[src/pagp_pkg.sv]
// ----------------------------------------------------------------------------
// pagp_pkg: shared types and constants; the package holds no functions
// ----------------------------------------------------------------------------
package pagp_pkg;

   localparam int CountWidth = 32;
   localparam int DimWidth   = 16;
   localparam int StatusWidth = 2;

   localparam logic [DimWidth-1:0] MaxWidthReset  = 16'd16384;
   localparam logic [DimWidth-1:0] MaxHeightReset = 16'd16384;

   localparam int CsrIndexWidth = 1;
   localparam logic [CsrIndexWidth-1:0] CsrMaxWidth  = 1'b0;
   localparam logic [CsrIndexWidth-1:0] CsrMaxHeight = 1'b1;

   typedef enum logic [StatusWidth-1:0] {
      ST_OK       = 2'd0,
      ST_INVALID  = 2'd1,
      ST_LIMIT    = 2'd2,
      ST_OVERFLOW = 2'd3
   } status_type;

   // phases of the cell chain
   localparam int DivBits  = 16;  // max_cols / max_rows quotient bits
   localparam int SqrtBits = 16;  // isqrt result bits
   localparam int CdivBits = 32;  // ceil division quotient bits

   typedef struct packed {
      logic [CountWidth-1:0] count;
      logic [DimWidth-1:0]   tw;
      logic [DimWidth-1:0]   th;
      logic [DimWidth-1:0]   mtw;
      logic [DimWidth-1:0]   mth;
      logic                  bad;
      // divisions of the texture limits
      logic [DimWidth:0]     rem_c;
      logic [DimWidth-1:0]   q_c;
      logic [DimWidth:0]     rem_r;
      logic [DimWidth-1:0]   q_r;
      // integer square root
      logic [CountWidth-1:0] sx;
      logic [CountWidth-1:0] sr;
      // generic ceiling divider
      logic [CountWidth:0]   drem;
      logic [CountWidth-1:0] dq;
      logic [CountWidth-1:0] dden;
      logic [DimWidth-1:0]   cols;
      logic [DimWidth-1:0]   rows;
      logic                  fixup;
   } token_type;

endpackage

[src/pagp_cell.sv]
// ----------------------------------------------------------------------------
// pagp_cell: one stage of the packing chain
// Each cell runs one step of the phase given by its position and hands the
// token to the next cell.
// ----------------------------------------------------------------------------
module pagp_cell
   import pagp_pkg::*;
#(
   parameter int Phase = 0,   // 0 lim div, 1 sqrt, 2 setup, 3 cdiv, 4/5 fix
   parameter int Step  = 0
) (
   input  logic      clock,
   input  logic      reset,
   input  logic      advance,
   input  logic      valid_in,
   input  token_type tok_in,
   output logic      valid_out,
   output token_type tok_out
);

   localparam int DimBit    = (Step < DimWidth) ? DimWidth - 1 - Step : 0;
   localparam int SqrtShift = (Step < SqrtBits) ? CountWidth - 2 - 2 * Step : 0;

   logic      valid_ff;
   token_type tok_ff, tok_in_n;

   always_comb begin
      logic [DimWidth:0]     tc, tr;
      logic [CountWidth-1:0] bitv, t;
      logic [CountWidth:0]   dt;
      tok_in_n = tok_in;
      tc = '0; tr = '0; bitv = '0; t = '0; dt = '0;
      case (Phase)
         0: begin
            tc = {tok_in.rem_c[DimWidth-1:0], tok_in.mtw[DimBit]};
            tr = {tok_in.rem_r[DimWidth-1:0], tok_in.mth[DimBit]};
            if (tc >= {1'b0, tok_in.tw}) begin
               tok_in_n.rem_c = tc - {1'b0, tok_in.tw};
               tok_in_n.q_c[DimBit] = 1'b1;
            end else begin
               tok_in_n.rem_c = tc;
            end
            if (tr >= {1'b0, tok_in.th}) begin
               tok_in_n.rem_r = tr - {1'b0, tok_in.th};
               tok_in_n.q_r[DimBit] = 1'b1;
            end else begin
               tok_in_n.rem_r = tr;
            end
         end
         1: begin
            bitv = CountWidth'(1) << SqrtShift;
            t = tok_in.sr + bitv;
            if (tok_in.sx >= t) begin
               tok_in_n.sx = tok_in.sx - t;
               tok_in_n.sr = (tok_in.sr >> 1) + bitv;
            end else begin
               tok_in_n.sr = tok_in.sr >> 1;
            end
            if (Step == SqrtBits - 1) begin
               if (tok_in_n.sx != '0) tok_in_n.sr = tok_in_n.sr + CountWidth'(1);
            end
         end
         2: begin
            // cols = min(ceil sqrt, max_cols); divide count by cols
            tok_in_n.cols = (tok_in.sr > {16'd0, tok_in.q_c}) ? tok_in.q_c
                                                             : tok_in.sr[DimWidth-1:0];
            tok_in_n.dden = {16'd0, tok_in_n.cols};
            tok_in_n.drem = '0;
            tok_in_n.dq   = '0;
         end
         default: begin
            dt = {tok_in.drem[CountWidth-1:0], tok_in.count[CountWidth-1-Step]};
            if (dt >= {1'b0, tok_in.dden}) begin
               tok_in_n.drem = dt - {1'b0, tok_in.dden};
               tok_in_n.dq[CountWidth-1-Step] = 1'b1;
            end else begin
               tok_in_n.drem = dt;
            end
            if (Step == CdivBits - 1) begin
               t = tok_in_n.dq + ((tok_in_n.drem != '0) ? 32'd1 : 32'd0);
               if (Phase == 3) begin
                  if (t > {16'd0, tok_in.q_r} && tok_in.q_r != '0) begin
                     tok_in_n.fixup = 1'b1;
                     tok_in_n.dden = {16'd0, tok_in.q_r};
                  end else begin
                     tok_in_n.rows = (t > 32'hFFFF) ? 16'hFFFF : t[DimWidth-1:0];
                  end
               end else if (Phase == 4) begin
                  if (tok_in.fixup) begin
                     if (t > {16'd0, tok_in.q_c}) begin
                        tok_in_n.cols = '0;
                     end else begin
                        tok_in_n.cols = t[DimWidth-1:0];
                        tok_in_n.dden = t;
                     end
                  end
               end else if (tok_in.fixup) begin
                  tok_in_n.rows = (t > 32'hFFFF) ? 16'hFFFF : t[DimWidth-1:0];
               end
               tok_in_n.drem = '0;
               tok_in_n.dq   = '0;
            end
         end
      endcase
   end

   always_ff @(posedge clock) begin
      if (reset) valid_ff <= 1'b0;
      else if (advance) valid_ff <= valid_in;
      if (advance) tok_ff <= tok_in_n;
   end

   assign valid_out = valid_ff;
   assign tok_out   = tok_ff;

endmodule

[config.mk]
export PLATFORM = sky130hd
export DESIGN_NAME = pagp_cell
export DESIGN_NICKNAME = d
export VERILOG_FILES = /design/src/pagp_pkg.sv /design/src/pagp_cell.sv
export SDC_FILE = /design/constraint.sdc
export NUM_CORES = 1
export LEC_CHECK = 0
export BUFFER_PORTS_ARGS = -buffer_cell sky130_fd_sc_hd__buf_4
export CORE_AREA = 2 2 283 285
export CTS_CLUSTER_SIZE = 20
export DETAILED_ROUTE_END_ITERATION = 16
export DIE_AREA = 0 0 285 287
export GPL_ROUTABILITY_DRIVEN = 0
export PLACE_DENSITY = 0.4
export SYNTH_ARGS = -nofsm -noshare
export SYNTH_HDL_FRONTEND = slang
export SYNTH_SLANG_ARGS = --single-unit
[constraint.sdc]
create_clock -name clock -period 8 [get_ports clock]
set_input_delay 1.2 -clock clock [delete_from_list [all_inputs] [get_ports clock]]
set_output_delay 1.2 -clock clock [all_outputs]
set_load 0.1 [all_outputs]
Yosys cells after proc, flatten, opt, wreduce, memory -nomap -nowiden
Index checks and enable logic that the tools add are counted.

storage, ports and cells
  register bits = 358
  input bits = 361
  output and inout port bits = 358
  logic and storage cells = 27

cells by class
  add/sub/neg operators = 2
  magnitude comparators = 2
  multiplexer cells = 2

operators with widths
  operator                        count
  >= comparator 17 x 16 -> 1 bit  2
  two-way mux 17 bit              2
  subtractor 17 x 16 -> 17 bit    2

Longest topological paths before layout
  depth after elaboration = 2
  mapped depth = 10
  depth with buffers taken out = 10

Worst setup path after synthesis
No wires, ideal clock.

  path type = input to register
  from = input port tok_in[310] (netlist name)
  to = register tok_ff (netlist bit tok_out[252]) (data pin)
  setup time = 0.260 ns
  arrival time = 3.288 ns
  required time = 7.740 ns
  path slack = 4.452 ns
  stages on the path = 10
  path buffers = 1
  cells stage by stage = inv_1 > ha_1 > nor2b_1 > o31a_1 > or3_4 > a21oi_4 > o221ai_2 > a21oi_4 > buf_8 > mux2_4

RTL lines
  element               RTL line          source
  start, declared       pagp_cell.sv:16   input token_type tok_in,
  end signal, assigned  pagp_cell.sv:110  if (advance) tok_ff <= tok_in_n;
  end, declared         pagp_cell.sv:25   token_type tok_ff, tok_in_n;

==> out/metrics.cfg <==
[routing]
drt_pre_antenna_iters=4
drt_first_iter_violations=457
routed-via-count=9131
route.final.wire_length_um=51500
maxUsedRoutingLayer=met5
wl_per_cell_um=20.4
detailroute.wirelength.met2_um=25800
wl_met3_um=5840
dr_drc_count=0
detail_route.vias_per_cell=3.62
antenna_left=0
met1Wirelength_um=18000

[sta]
fin_crit_sh_pct=44.4
report.final.slew_viol_count=0
layout_min_cycle_time_ns=3.55
setup_skew_after_layout_ns=0
max_freq_mhz=282
finalSetupTns_ns=0
finalSetupViolations=0
layout_setup_ws_ns=4.45
grt_setup_unrepaired=no
worst-slew-pin-transition_ns=1.14
report.final.hold_viol_count=0
hold_slack_ns=0.508
slew-limit-headroom_pct=23.8

[run]
cap_viol_max_count=0

[floorplanning]
number_of_top_level_pins=719
die_y_um=287
fp-row-count=103
fp.coreArea_mm2=0.0786
die_area_mm2=0.0818
initial_util_pct=16.5
fp.dieW_um=285

[clocking]
root_buffer=sky130_fd_sc_hd__clkbuf_16
clk_latency_ns=0.59
cts_repair_resize_count=0
cts_htree_levels=2
post_cts_hold_fix_bufs=0
tritoncts=built
cts-buffers-inserted=45
clock_sinks=358
cts.clk_slew.worst_paths_ns=0.06
post_cts_buffers=0
clock_tree.buffer_depth=3

[setup_path]
cp_data_arrival_time_ns=3.86
critPathMaxFanout=17
worst_setup_startpoint=tok_in[310]
worst-endpoint-required_ns=8.31
cp-end-kind=flip-flop
setup.worst_path.start_class=input pin
critical_path.reg2reg.startpoint=valid_out
path_class=input pin to flip-flop

[grt]
grt_pass1_vias=9446
grt-ovfl-total=0
grt_first_pass_wirelength_um=69200
pin_count_of_the_biggest_net_entering_global_routing=143
number_of_antenna_violations_at_the_first_check_in_global_routing=13
grt_util_all_layers_pct=11.8

[synthesis]
synthesis.area_mm2=0.0130
synth.largest_area_cell=sky130_fd_sc_hd__edfxtp_1
synth-seq-area-share_pct=82.9
syn-mean-instance-area_um2=19.1
primary_ff_master_synth=sky130_fd_sc_hd__edfxtp_1
synthCells=679
ys_top_cells_by_area=sky130_fd_sc_hd__edfxtp_1 83%, sky130_fd_sc_hd__ha_1 3.1%, sky130_fd_sc_hd__o21ai_0 1.4%, sky130_fd_sc_hd__inv_1 1.1%, sky130_fd_sc_hd__a21oi_1 1.0%
synthesis.yosys.warnings=0
post-synth-top-count-cell=sky130_fd_sc_hd__edfxtp_1
yosys_register_bits=358
synth_edf_count=357
synth_cell_type_count=50
postSynthNetCount=1074
post_synth_most_frequent_cells=357 x sky130_fd_sc_hd__edfxtp_1, 39 x sky130_fd_sc_hd__inv_1, 37 x sky130_fd_sc_hd__o21ai_0
yosys.area.top_type_share_pct=82.8
synth-async-reset-ratio_pct=0

[placed_design]
dp.final_hpwl_um=40200
dp_worst_setup_slack_ns=3.81
dp.cells=2440
port_buffers=716
placed_cell_area_mm2=0.0197

[finish]
layout-drive-gt1-share_pct=54.7
multi_input_comb_area_mm2=0.00203
post-route-util_pct=27.0
layout.area.seq_mm2=0.0107
finalInstanceArea_mm2=0.0212
filler_cell_count=8183
final_nets=1832
finalNonFillerCells=2525
area_growth_syn_to_layout_pct=63.6

[power_and_ir_drop]
p_per_area_mw_per_mm2=295
final_power_mw=6.25
vdd_ir_drop_max_v=0.000163
p_leak_nw=8.76

[hold_path]
timing.hold.worst.start=valid_out
hold_class=flip-flop to flip-flop

[status]
status=complete, no violations

power by group:
group | switching (mW) | leakage [nW] | internal (mW)
Combinational | 1.44 | 4.52 | 0.392
Clock | 0.868 | 0.739 | 1.25
Sequential | 0.0495 | 3.50 | 2.26
Total | 2.35 | 8.76 | 3.90
flip-flops by register name (all words and copies together), names as in the netlist:
register,flops
tok_out,357
valid_out,1
metal layers:
layer | GRT usage (%) | up-vias
li1 | - | 4163
met1 | 12.3 | 4421
met2 | 20.5 | 445
met3 | 5.64 | 88
met4 | 4.44 | 14
met5 | 0 | -
kinds of logic after synthesis:
kind of cell / Yosys count / share of synthesized area (%)
adder cells (fa/ha/maj): 34 / 3.40
multiplexers: 19 / 1.79
XOR/XNOR: 23 / 1.56
AO/OA/AOI/OAI: 114 / 5.65
flip-flops: 358 / 82.9
AND/OR/NAND/NOR: 84 / 3.22
buffers and inverters: 47 / 1.46
critical path, stage by stage:
cell and delay (ns):
sky130_fd_sc_hd__buf_4 0.11, sky130_fd_sc_hd__inv_1 0.04, sky130_fd_sc_hd__ha_1 0.28, sky130_fd_sc_hd__nor2b_1 0.14
sky130_fd_sc_hd__o31a_1 0.28, sky130_fd_sc_hd__or3_4 0.37, sky130_fd_sc_hd__a21oi_4 0.16, sky130_fd_sc_hd__o221ai_2 0.17
sky130_fd_sc_hd__a21oi_4 0.67, sky130_fd_sc_hd__mux2_2 0.41
layout by cell type, fill, tap and decap left out, types with 7 or more instances in the layout:
master	count
sky130_fd_sc_hd__a21oi_1	27
sky130_fd_sc_hd__clkbuf_1	10
sky130_fd_sc_hd__o21ai_0	37
sky130_fd_sc_hd__o21a_1	7
sky130_fd_sc_hd__edfxtp_1	357
sky130_fd_sc_hd__clkinv_1	7
sky130_fd_sc_hd__ha_1	32
sky130_fd_sc_hd__clkbuf_16	45
sky130_fd_sc_hd__clkinv_2	7
sky130_fd_sc_hd__mux2_2	8
sky130_fd_sc_hd__nand3_1	9
sky130_fd_sc_hd__xor2_1	9
sky130_fd_sc_hd__nor2_1	17
sky130_fd_sc_hd__nand2_1	24
sky130_fd_sc_hd__xnor2_1	14
sky130_fd_sc_hd__inv_1	39
sky130_fd_sc_hd__buf_4	716
sky130_fd_sc_hd__a21o_1	10
layout make-up:
class / instances / share of cell area, %
clock buffers: 56 / 5.56
multi-input cells: 274 / 9.57
diodes: 3 / 0.0354
flip-flops and latches: 358 / 50.7
clock inverters: 26 / 1.64
well taps: 1050 / 6.20
inverters: 39 / 0.691
repair buffers: 719 / 25.6
path summary, 6_finish.rpt:
| path | cells past startpoint | slack [ns] | end |
|---|---|---|---|
| setup / recovery | 10 | 4.45 | tok_out[246] |
| hold / removal | 2 | 0.51 | valid_out |
| setup reg to reg | 2 | 7.41 | valid_out |
| hold reg to reg | 2 | 0.51 | valid_out |
Power figures use the tool's default switching activity.
