==> src/pagp_pkg.sv <==
// ----------------------------------------------------------------------------
// pagp_pkg: shared types and constants; the package holds no functions
// ----------------------------------------------------------------------------
package pagp_pkg;

   localparam int CountWidth = 32;
   localparam int DimWidth   = 16;
   localparam int StatusWidth = 2;

   localparam logic [DimWidth-1:0] MaxWidthReset  = 16'd16384;
   localparam logic [DimWidth-1:0] MaxHeightReset = 16'd16384;

   localparam int CsrIndexWidth = 1;
   localparam logic [CsrIndexWidth-1:0] CsrMaxWidth  = 1'b0;
   localparam logic [CsrIndexWidth-1:0] CsrMaxHeight = 1'b1;

   typedef enum logic [StatusWidth-1:0] {
      ST_OK       = 2'd0,
      ST_INVALID  = 2'd1,
      ST_LIMIT    = 2'd2,
      ST_OVERFLOW = 2'd3
   } status_type;

   // phases of the cell chain
   localparam int DivBits  = 16;  // max_cols / max_rows quotient bits
   localparam int SqrtBits = 16;  // isqrt result bits
   localparam int CdivBits = 32;  // ceil division quotient bits

   typedef struct packed {
      logic [CountWidth-1:0] count;
      logic [DimWidth-1:0]   tw;
      logic [DimWidth-1:0]   th;
      logic [DimWidth-1:0]   mtw;
      logic [DimWidth-1:0]   mth;
      logic                  bad;
      // divisions of the texture limits
      logic [DimWidth:0]     rem_c;
      logic [DimWidth-1:0]   q_c;
      logic [DimWidth:0]     rem_r;
      logic [DimWidth-1:0]   q_r;
      // integer square root
      logic [CountWidth-1:0] sx;
      logic [CountWidth-1:0] sr;
      // generic ceiling divider
      logic [CountWidth:0]   drem;
      logic [CountWidth-1:0] dq;
      logic [CountWidth-1:0] dden;
      logic [DimWidth-1:0]   cols;
      logic [DimWidth-1:0]   rows;
      logic                  fixup;
   } token_type;

endpackage

==> src/pagp_final.sv <==
// ----------------------------------------------------------------------------
// pagp_final: final status checks, atlas size products and result shaping
// ----------------------------------------------------------------------------
module pagp_final
   import pagp_pkg::*;
(
   input  logic             clock,
   input  logic             reset,
   input  logic             advance,
   input  logic             valid_in,
   input  token_type        tok_in,
   output logic             valid_out,
   output status_type       status,
   output logic [DimWidth-1:0] cols,
   output logic [DimWidth-1:0] rows,
   output logic [DimWidth-1:0] aw,
   output logic [DimWidth-1:0] ah
);

   logic       valid_ff;
   status_type st_ff;
   logic [DimWidth-1:0] c_ff, r_ff, w_ff, h_ff;
   status_type st_in;
   logic [DimWidth-1:0] c_in, r_in;
   logic [2*DimWidth-1:0] w_in, h_in;

   always_comb begin
      c_in = tok_in.cols;
      r_in = tok_in.rows;
      w_in = {{DimWidth{1'b0}}, c_in} * {{DimWidth{1'b0}}, tok_in.tw};
      h_in = {{DimWidth{1'b0}}, r_in} * {{DimWidth{1'b0}}, tok_in.th};
      if (tok_in.bad) st_in = ST_INVALID;
      else if (tok_in.q_c == '0 || tok_in.q_r == '0) st_in = ST_LIMIT;
      else if (tok_in.fixup && c_in == '0) st_in = ST_LIMIT;
      else if (c_in == '0 || c_in > tok_in.q_c || r_in == '0 || r_in > tok_in.q_r)
         st_in = ST_LIMIT;
      else if (w_in > 32'hFFFF || h_in > 32'hFFFF) st_in = ST_OVERFLOW;
      else st_in = ST_OK;
   end

   always_ff @(posedge clock) begin
      if (reset) valid_ff <= 1'b0;
      else if (advance) valid_ff <= valid_in;
      if (advance) begin
         st_ff <= st_in;
         c_ff  <= (st_in == ST_OK) ? c_in : '0;
         r_ff  <= (st_in == ST_OK) ? r_in : '0;
         w_ff  <= (st_in == ST_OK) ? w_in[DimWidth-1:0] : '0;
         h_ff  <= (st_in == ST_OK) ? h_in[DimWidth-1:0] : '0;
      end
   end

   assign valid_out = valid_ff;
   assign status = st_ff;
   assign cols = c_ff;
   assign rows = r_ff;
   assign aw = w_ff;
   assign ah = h_ff;

endmodule

==> config.mk <==
export PLATFORM = sky130hd
export DESIGN_NAME = pagp_final
export DESIGN_NICKNAME = d
export VERILOG_FILES = /design/src/pagp_pkg.sv /design/src/pagp_final.sv
export SDC_FILE = /design/constraint.sdc
export NUM_CORES = 1
export LEC_CHECK = 0
export ABC_CLOCK_PERIOD_IN_PS = 21500
export BUFFER_PORTS_ARGS = -buffer_cell sky130_fd_sc_hd__buf_2
export CAP_MARGIN = 15
export CORE_MARGIN = 1.5
export CORE_UTILIZATION = 55
export CTS_CLUSTER_SIZE = 12
export DETAILED_ROUTE_END_ITERATION = 16
export PLACE_DENSITY = 0.77
export REMOVE_ABC_BUFFERS = 1
export SLEW_MARGIN = 20
export SYNTH_ARGS = -nofsm -noshare
export SYNTH_HDL_FRONTEND = slang
export SYNTH_SLANG_ARGS = --single-unit
==> constraint.sdc <==
create_clock -name clock -period 21.5 [get_ports clock]
set_input_delay 1.075 -clock clock [delete_from_list [all_inputs] [get_ports clock]]
set_output_delay 1.075 -clock clock [all_outputs]
set_load 0.03 [all_outputs]
# Word level (Yosys, flattened, before mapping)
# Cells that the tools add are included.
[classes] multipliers=2 shift=0 n_reduce_logical=11 n_bitwise=0 n_mux=5 eq_ne=0 div_mod_pow=0 n_addsub=0 n_lt_le_gt_ge=4
[ops] cell="$gt 32x16->1 const B" count=2
[ops] cell="$logic_not 16->1" count=4
[ops] cell="$mul 16x16->32" count=2
[ops] cell="$gt 16x16->1" count=2
[ops] cell="$mux 2" count=5
[ops] cell="$logic_or 1x1->1" count=5
[ops] cell="$logic_not 2->1" count=1
[ops] cell="$logic_and 1x1->1" count=1
[word_totals] latch_bits=0 register_bits=67 elab_cells=28 input_bits=361 n_memories=0 ram_bits=0 rom_bits=0

# Logic depth before layout (Yosys ltp)
[depth] word_depth=9 ltp_mapped=27 ltp_nobuf=23

# Worst setup path before layout
# Ideal clock, no wire load.
[synth_path] path_type="input port to flip-flop" startpoint="input tok_in[29] (netlist bit)" endpoint="register st_ff[0] (netlist: status[0]) (data pin)" n_path_buf=3 required_ns=21.239 arrival_ns=7.498 setup_slack_ns=13.741 stages=23 path_cell_list="clkbuf_1 > clkbuf_1 > nand2_1 > fa_1 > fa_1 > inv_1 > fa_1 > fa_1 > fa_1 > inv_1 > fa_1 > inv_1 > ha_1 > a21oi_1 > o21bai_1 > a221o_1 > o2111ai_4 > a2111oi_1 > or3_1 > a2111oi_2 > nand4_1 > buf_2 > o32a_1"
[synth_via] elab_chain_len=8 word_cells_on_any_way=14
[synth_rtl] item="from (decl)" line="pagp_final.sv:11" source="input token_type tok_in,"
[synth_rtl] item="$mul 16x16->32, or another cell as far along" line="pagp_final.sv:30" source="w_in = {{DimWidth{1'b0}}, c_in} * {{DimWidth{1'b0}}, tok_in.tw};"
[synth_rtl] item="$gt 32x16->1 or $logic_or 1x1->1 (tied branches)" line="pagp_final.sv:37, pagp_final.sv:35"
[synth_rtl] item="$logic_or 1x1->1, on equally long branches" line="pagp_final.sv:37, pagp_final.sv:35"
[synth_rtl] item="$mux 2 or $logic_or 1x1->1 (tied branches)" line="pagp_final.sv:37, pagp_final.sv:35"
[synth_rtl] item="$mux 2" line="pagp_final.sv:35" source="else if (c_in == '0 || c_in > tok_in.q_c || r_in == '0 || r_in > tok_in.q_r)"
[synth_rtl] item="$mux 2 *" line="pagp_final.sv:34" source="else if (tok_in.fixup && c_in == '0) st_in = ST_LIMIT;"
[synth_rtl] item="$mux 2 *" line="pagp_final.sv:33" source="else if (tok_in.q_c == '0 || tok_in.q_r == '0) st_in = ST_LIMIT;"
[synth_rtl] item="$mux 2 *" line="pagp_final.sv:32" source="if (tok_in.bad) st_in = ST_INVALID;"
[synth_rtl] item="net st_in[0]" line="pagp_final.sv:23" source="status_type st_in;"
[synth_rtl] item="to (signal assigned)" line="pagp_final.sv:45" source="st_ff <= st_in;"
[synth_rtl] item="to (decl)" line="pagp_final.sv:21" source="status_type st_ff;"
# The timed path passes the listed nets; every way through them passes the cells marked *.
# A chain may end at the register's enable or synchronous reset.

# Worst setup path after layout
[layout_path] startpoint="input tok_in[12] (netlist bit)" endpoint="register st_ff[0] (netlist: status[0]) (data pin)"
[layout_via] elab_chain_len=8 word_cells_on_any_way=12
[layout_rtl] item="$mul 16x16->32" line="pagp_final.sv:31" source="h_in = {{DimWidth{1'b0}}, r_in} * {{DimWidth{1'b0}}, tok_in.th};"
[layout_rtl] item="$gt 32x16->1" line="pagp_final.sv:37" source="else if (w_in > 32'hFFFF || h_in > 32'hFFFF) st_in = ST_OVERFLOW;"
[layout_rtl] item="$logic_or 1x1->1" line="pagp_final.sv:37"
[layout_rtl] item="$mux 2" line="pagp_final.sv:37"
[layout_rtl] item="$mux 2 *" line="pagp_final.sv:35"
[layout_rtl] item="$mux 2 *" line="pagp_final.sv:34"
[layout_rtl] item="$mux 2 *" line="pagp_final.sv:33"
[layout_rtl] item="$mux 2 *" line="pagp_final.sv:32"
[layout_rtl] item="net st_in[0]" line="pagp_final.sv:23"
# Marked as above.

==> summary.txt <==
Finished Layout Cells -> 2974
Final GP Congestion -> 0.917
# DRC -> 0
Clock latency on the worst-skew pair -> 340 ps
Worst path cell trace -> buf_2 > nand2_1 > fa_1 > fa_1 > inv_1 > fa_1 > inv_1 > fa_1 > fa_1 > fa_1 > inv_1 > ha_1 > and2_1 > o2111a_1 > a21oi_1 > or2_1 > a2111oi_0 > o2111ai_1 > a2111oi_2 > nand4_1 > buf_4 > o32a_1
Syn Std Cell Area -> 21200 µm²
Crit path buffers/inverters -> 5
Synthesis-to-layout area growth -> 5.97%
Commonest non-fill, non-tap cells in the layout -> inv_1, fa_1, nand2_1
Data arrival, critical path -> 9320 ps
Wire per inst -> 17.5 µm
Worst Hold Depth -> 2
Netlist cell types -> 64
Critical path fanouts, max -> 57
Status -> complete, no violations
Routed Antenna Nets -> 0
Unrepaired setup endpoints after global routing -> false
Number of cells on the critical path -> 22
Hold_buf cts -> 0
Core Area -> 37800 µm²
Die area -> 39800 µm²
Vert. Die Dim -> 199 µm
Util after Layout -> 59.4%
Fin Setup TNS -> 0 ps
FF-to-FF path depth -> 2
Asr flop ratio synth -> 0%
Row Count -> 71
Via count -> 16800
Post-CTS Setup Bufs -> 0
MaxCap Viol Count -> 0
Nets -> 3446
Initial DRC count -> 1002
I/O pins -> 428
Final worst-path setup slack -> 12250 ps
Setup Skew -> 0 ps
Number of global-route vias before repair -> 17600
Clk root buf -> clkbuf_16
Grt ovf -> 0
Final Setup Violations -> 0
TritonCTS clock tree -> built
Commonest non-fill, non-tap cell in the layout -> inv_1
Worst-Margin Slew -> 993 ps
Max H-tree Level -> 3
CP dominant cell by count -> fa_1
Cells after synthesis -> 2401
Final period util -> 43.0%
DRT Wirelength -> 52000 µm
Top FF cell, synth -> edfxtp_1
CTS max path bufs -> 2
Hpwl dp -> 40600 µm
Slew Viols, Final -> 0
Crit-path max cell delay -> 670 ps
Filler Cell Count -> 3302
Vias per cell -> 5.66
Final hold vios -> 0
Crit path time final -> 9250 ps
PostCTS Resize Cnt -> 0
Post-synthesis register bit count -> 67
Max_slew headroom -> 33.8%
Largest net degree at the start of global routing -> 68
CP top delay family -> adder cells
Worst Hold Class -> register to register
CP max-delay cell -> nand4_1
Share of layout cells above drive strength 1 -> 9.71%
Port bufs -> 167
Worst setup path category -> primary input to register
Sequential area share after synthesis -> 9.43%
Antenna violations before repair -> 1
Chip width -> 199 µm
Ys Warns -> 0
Clock buffer count from CTS -> 9
First-pass GRT wire length -> 87200 µm
WP data required -> 21570 ps
Inst Count DP -> 2957
Worst setup EP type -> register
DRT Pass-1 Iters -> 5
Total GRT Usage -> 27.8%
Clock sinks -> 67
Avg Inst Size Synth -> 8.84 µm²
Clk slew on worst S/H paths -> 50 ps
Achievable frequency -> 108 MHz
Initial Util -> 56.1%
Startpoint types -> primary input
Post-synth EDFFs -> 66
Place WS -> 11960 ps
## flip-flops by register name (all words and copies together) (netlist names)
register	cells
ah	16
aw	16
cols	16
rows	16
status	2
valid_out	1
## logic make-up after synthesis
logic type	count (synthesis)	share of synthesized area [%]
AOI/OAI and AO/OA	225	6.98
muxes	6	0.307
buffers and inverters	642	11.6
adders and majority gates	628	50.8
DFF	67	9.43
and+or+nand+nor	793	19.3
xor gates and xnor gates	40	1.65
## cell usage after synthesis (10+ instances only)
master | number | area (µm²)
nand3_1 | 12 | 60.1
nor2_1 | 40 | 150
nand2_1 | 352 | 1320
xor2_1 | 22 | 193
nor3_2 | 40 | 400
buf_2 | 11 | 55.1
o21a_1 | 10 | 75.1
and2_1 | 222 | 1390
inv_1 | 517 | 1940
clkbuf_1 | 110 | 413
ha_1 | 240 | 3000
nor4_1 | 23 | 144
fa_1 | 388 | 7770
a21o_1 | 23 | 173
edfxtp_1 | 66 | 1980
xnor2_1 | 18 | 158
a21oi_1 | 65 | 325
nor3_1 | 36 | 180
nand4_1 | 34 | 213
o21ai_0 | 46 | 230
## path summary, 6_finish.rpt
path,start,end,slack [ps]
setup / recovery,tok_in[12],status[0]$_DFFE_PP_,12250
hold / removal,valid_out$_SDFFE_PP0P_,valid_out$_SDFFE_PP0P_,510
setup reg to reg,valid_out$_SDFFE_PP0P_,valid_out$_SDFFE_PP0P_,20910
hold reg to reg,valid_out$_SDFFE_PP0P_,valid_out$_SDFFE_PP0P_,510
## area by class of cell
| type | count | area, µm² | area share [%] |
|---|---|---|---|
| flip-flops and latches | 67 | 2000 | 8.90 |
| repair buffers | 170 | 858 | 3.82 |
| multi-input cells | 1692 | 16800 | 74.6 |
| inverters | 517 | 1940 | 8.63 |
| clock inverters | 5 | 30.0 | 0.134 |
| well taps | 511 | 639 | 2.84 |
| diodes | 1 | 2.50 | 0.0111 |
| clock buffers | 11 | 233 | 1.03 |
## stage by stage
stage               hold slack [ps]  area (µm²)
global route                    563       22500
detailed placement              507       22200
floorplan                       630       20700
finish                          507       22500
CTS                             521       22500
global placement                478       22200
## worst min-delay path, cell delays in order, from the launching register on
cell	delay [ps]
dfxtp_1	330
mux2i_1	70
nor2_1	70
## layer usage
| metal | routed length, µm | up-vias | part of all wire (%) | track usage [%] |
|---|---|---|---|---|
| met5 | 0 | - | 0 | 0 |
| met4 | 1580 | 0 | 3.0 | 9.08 |
| met3 | 3510 | 118 | 6.8 | 3.53 |
| met2 | 24900 | 650 | 48 | 46.3 |
| met1 | 21900 | 8475 | 42 | 37.8 |
| li1 | - | 7582 | - | - |
Power is left out: the tool's default activity adds up to more than one toggle a clock period on the data nets, which glitch-free logic cannot reach.
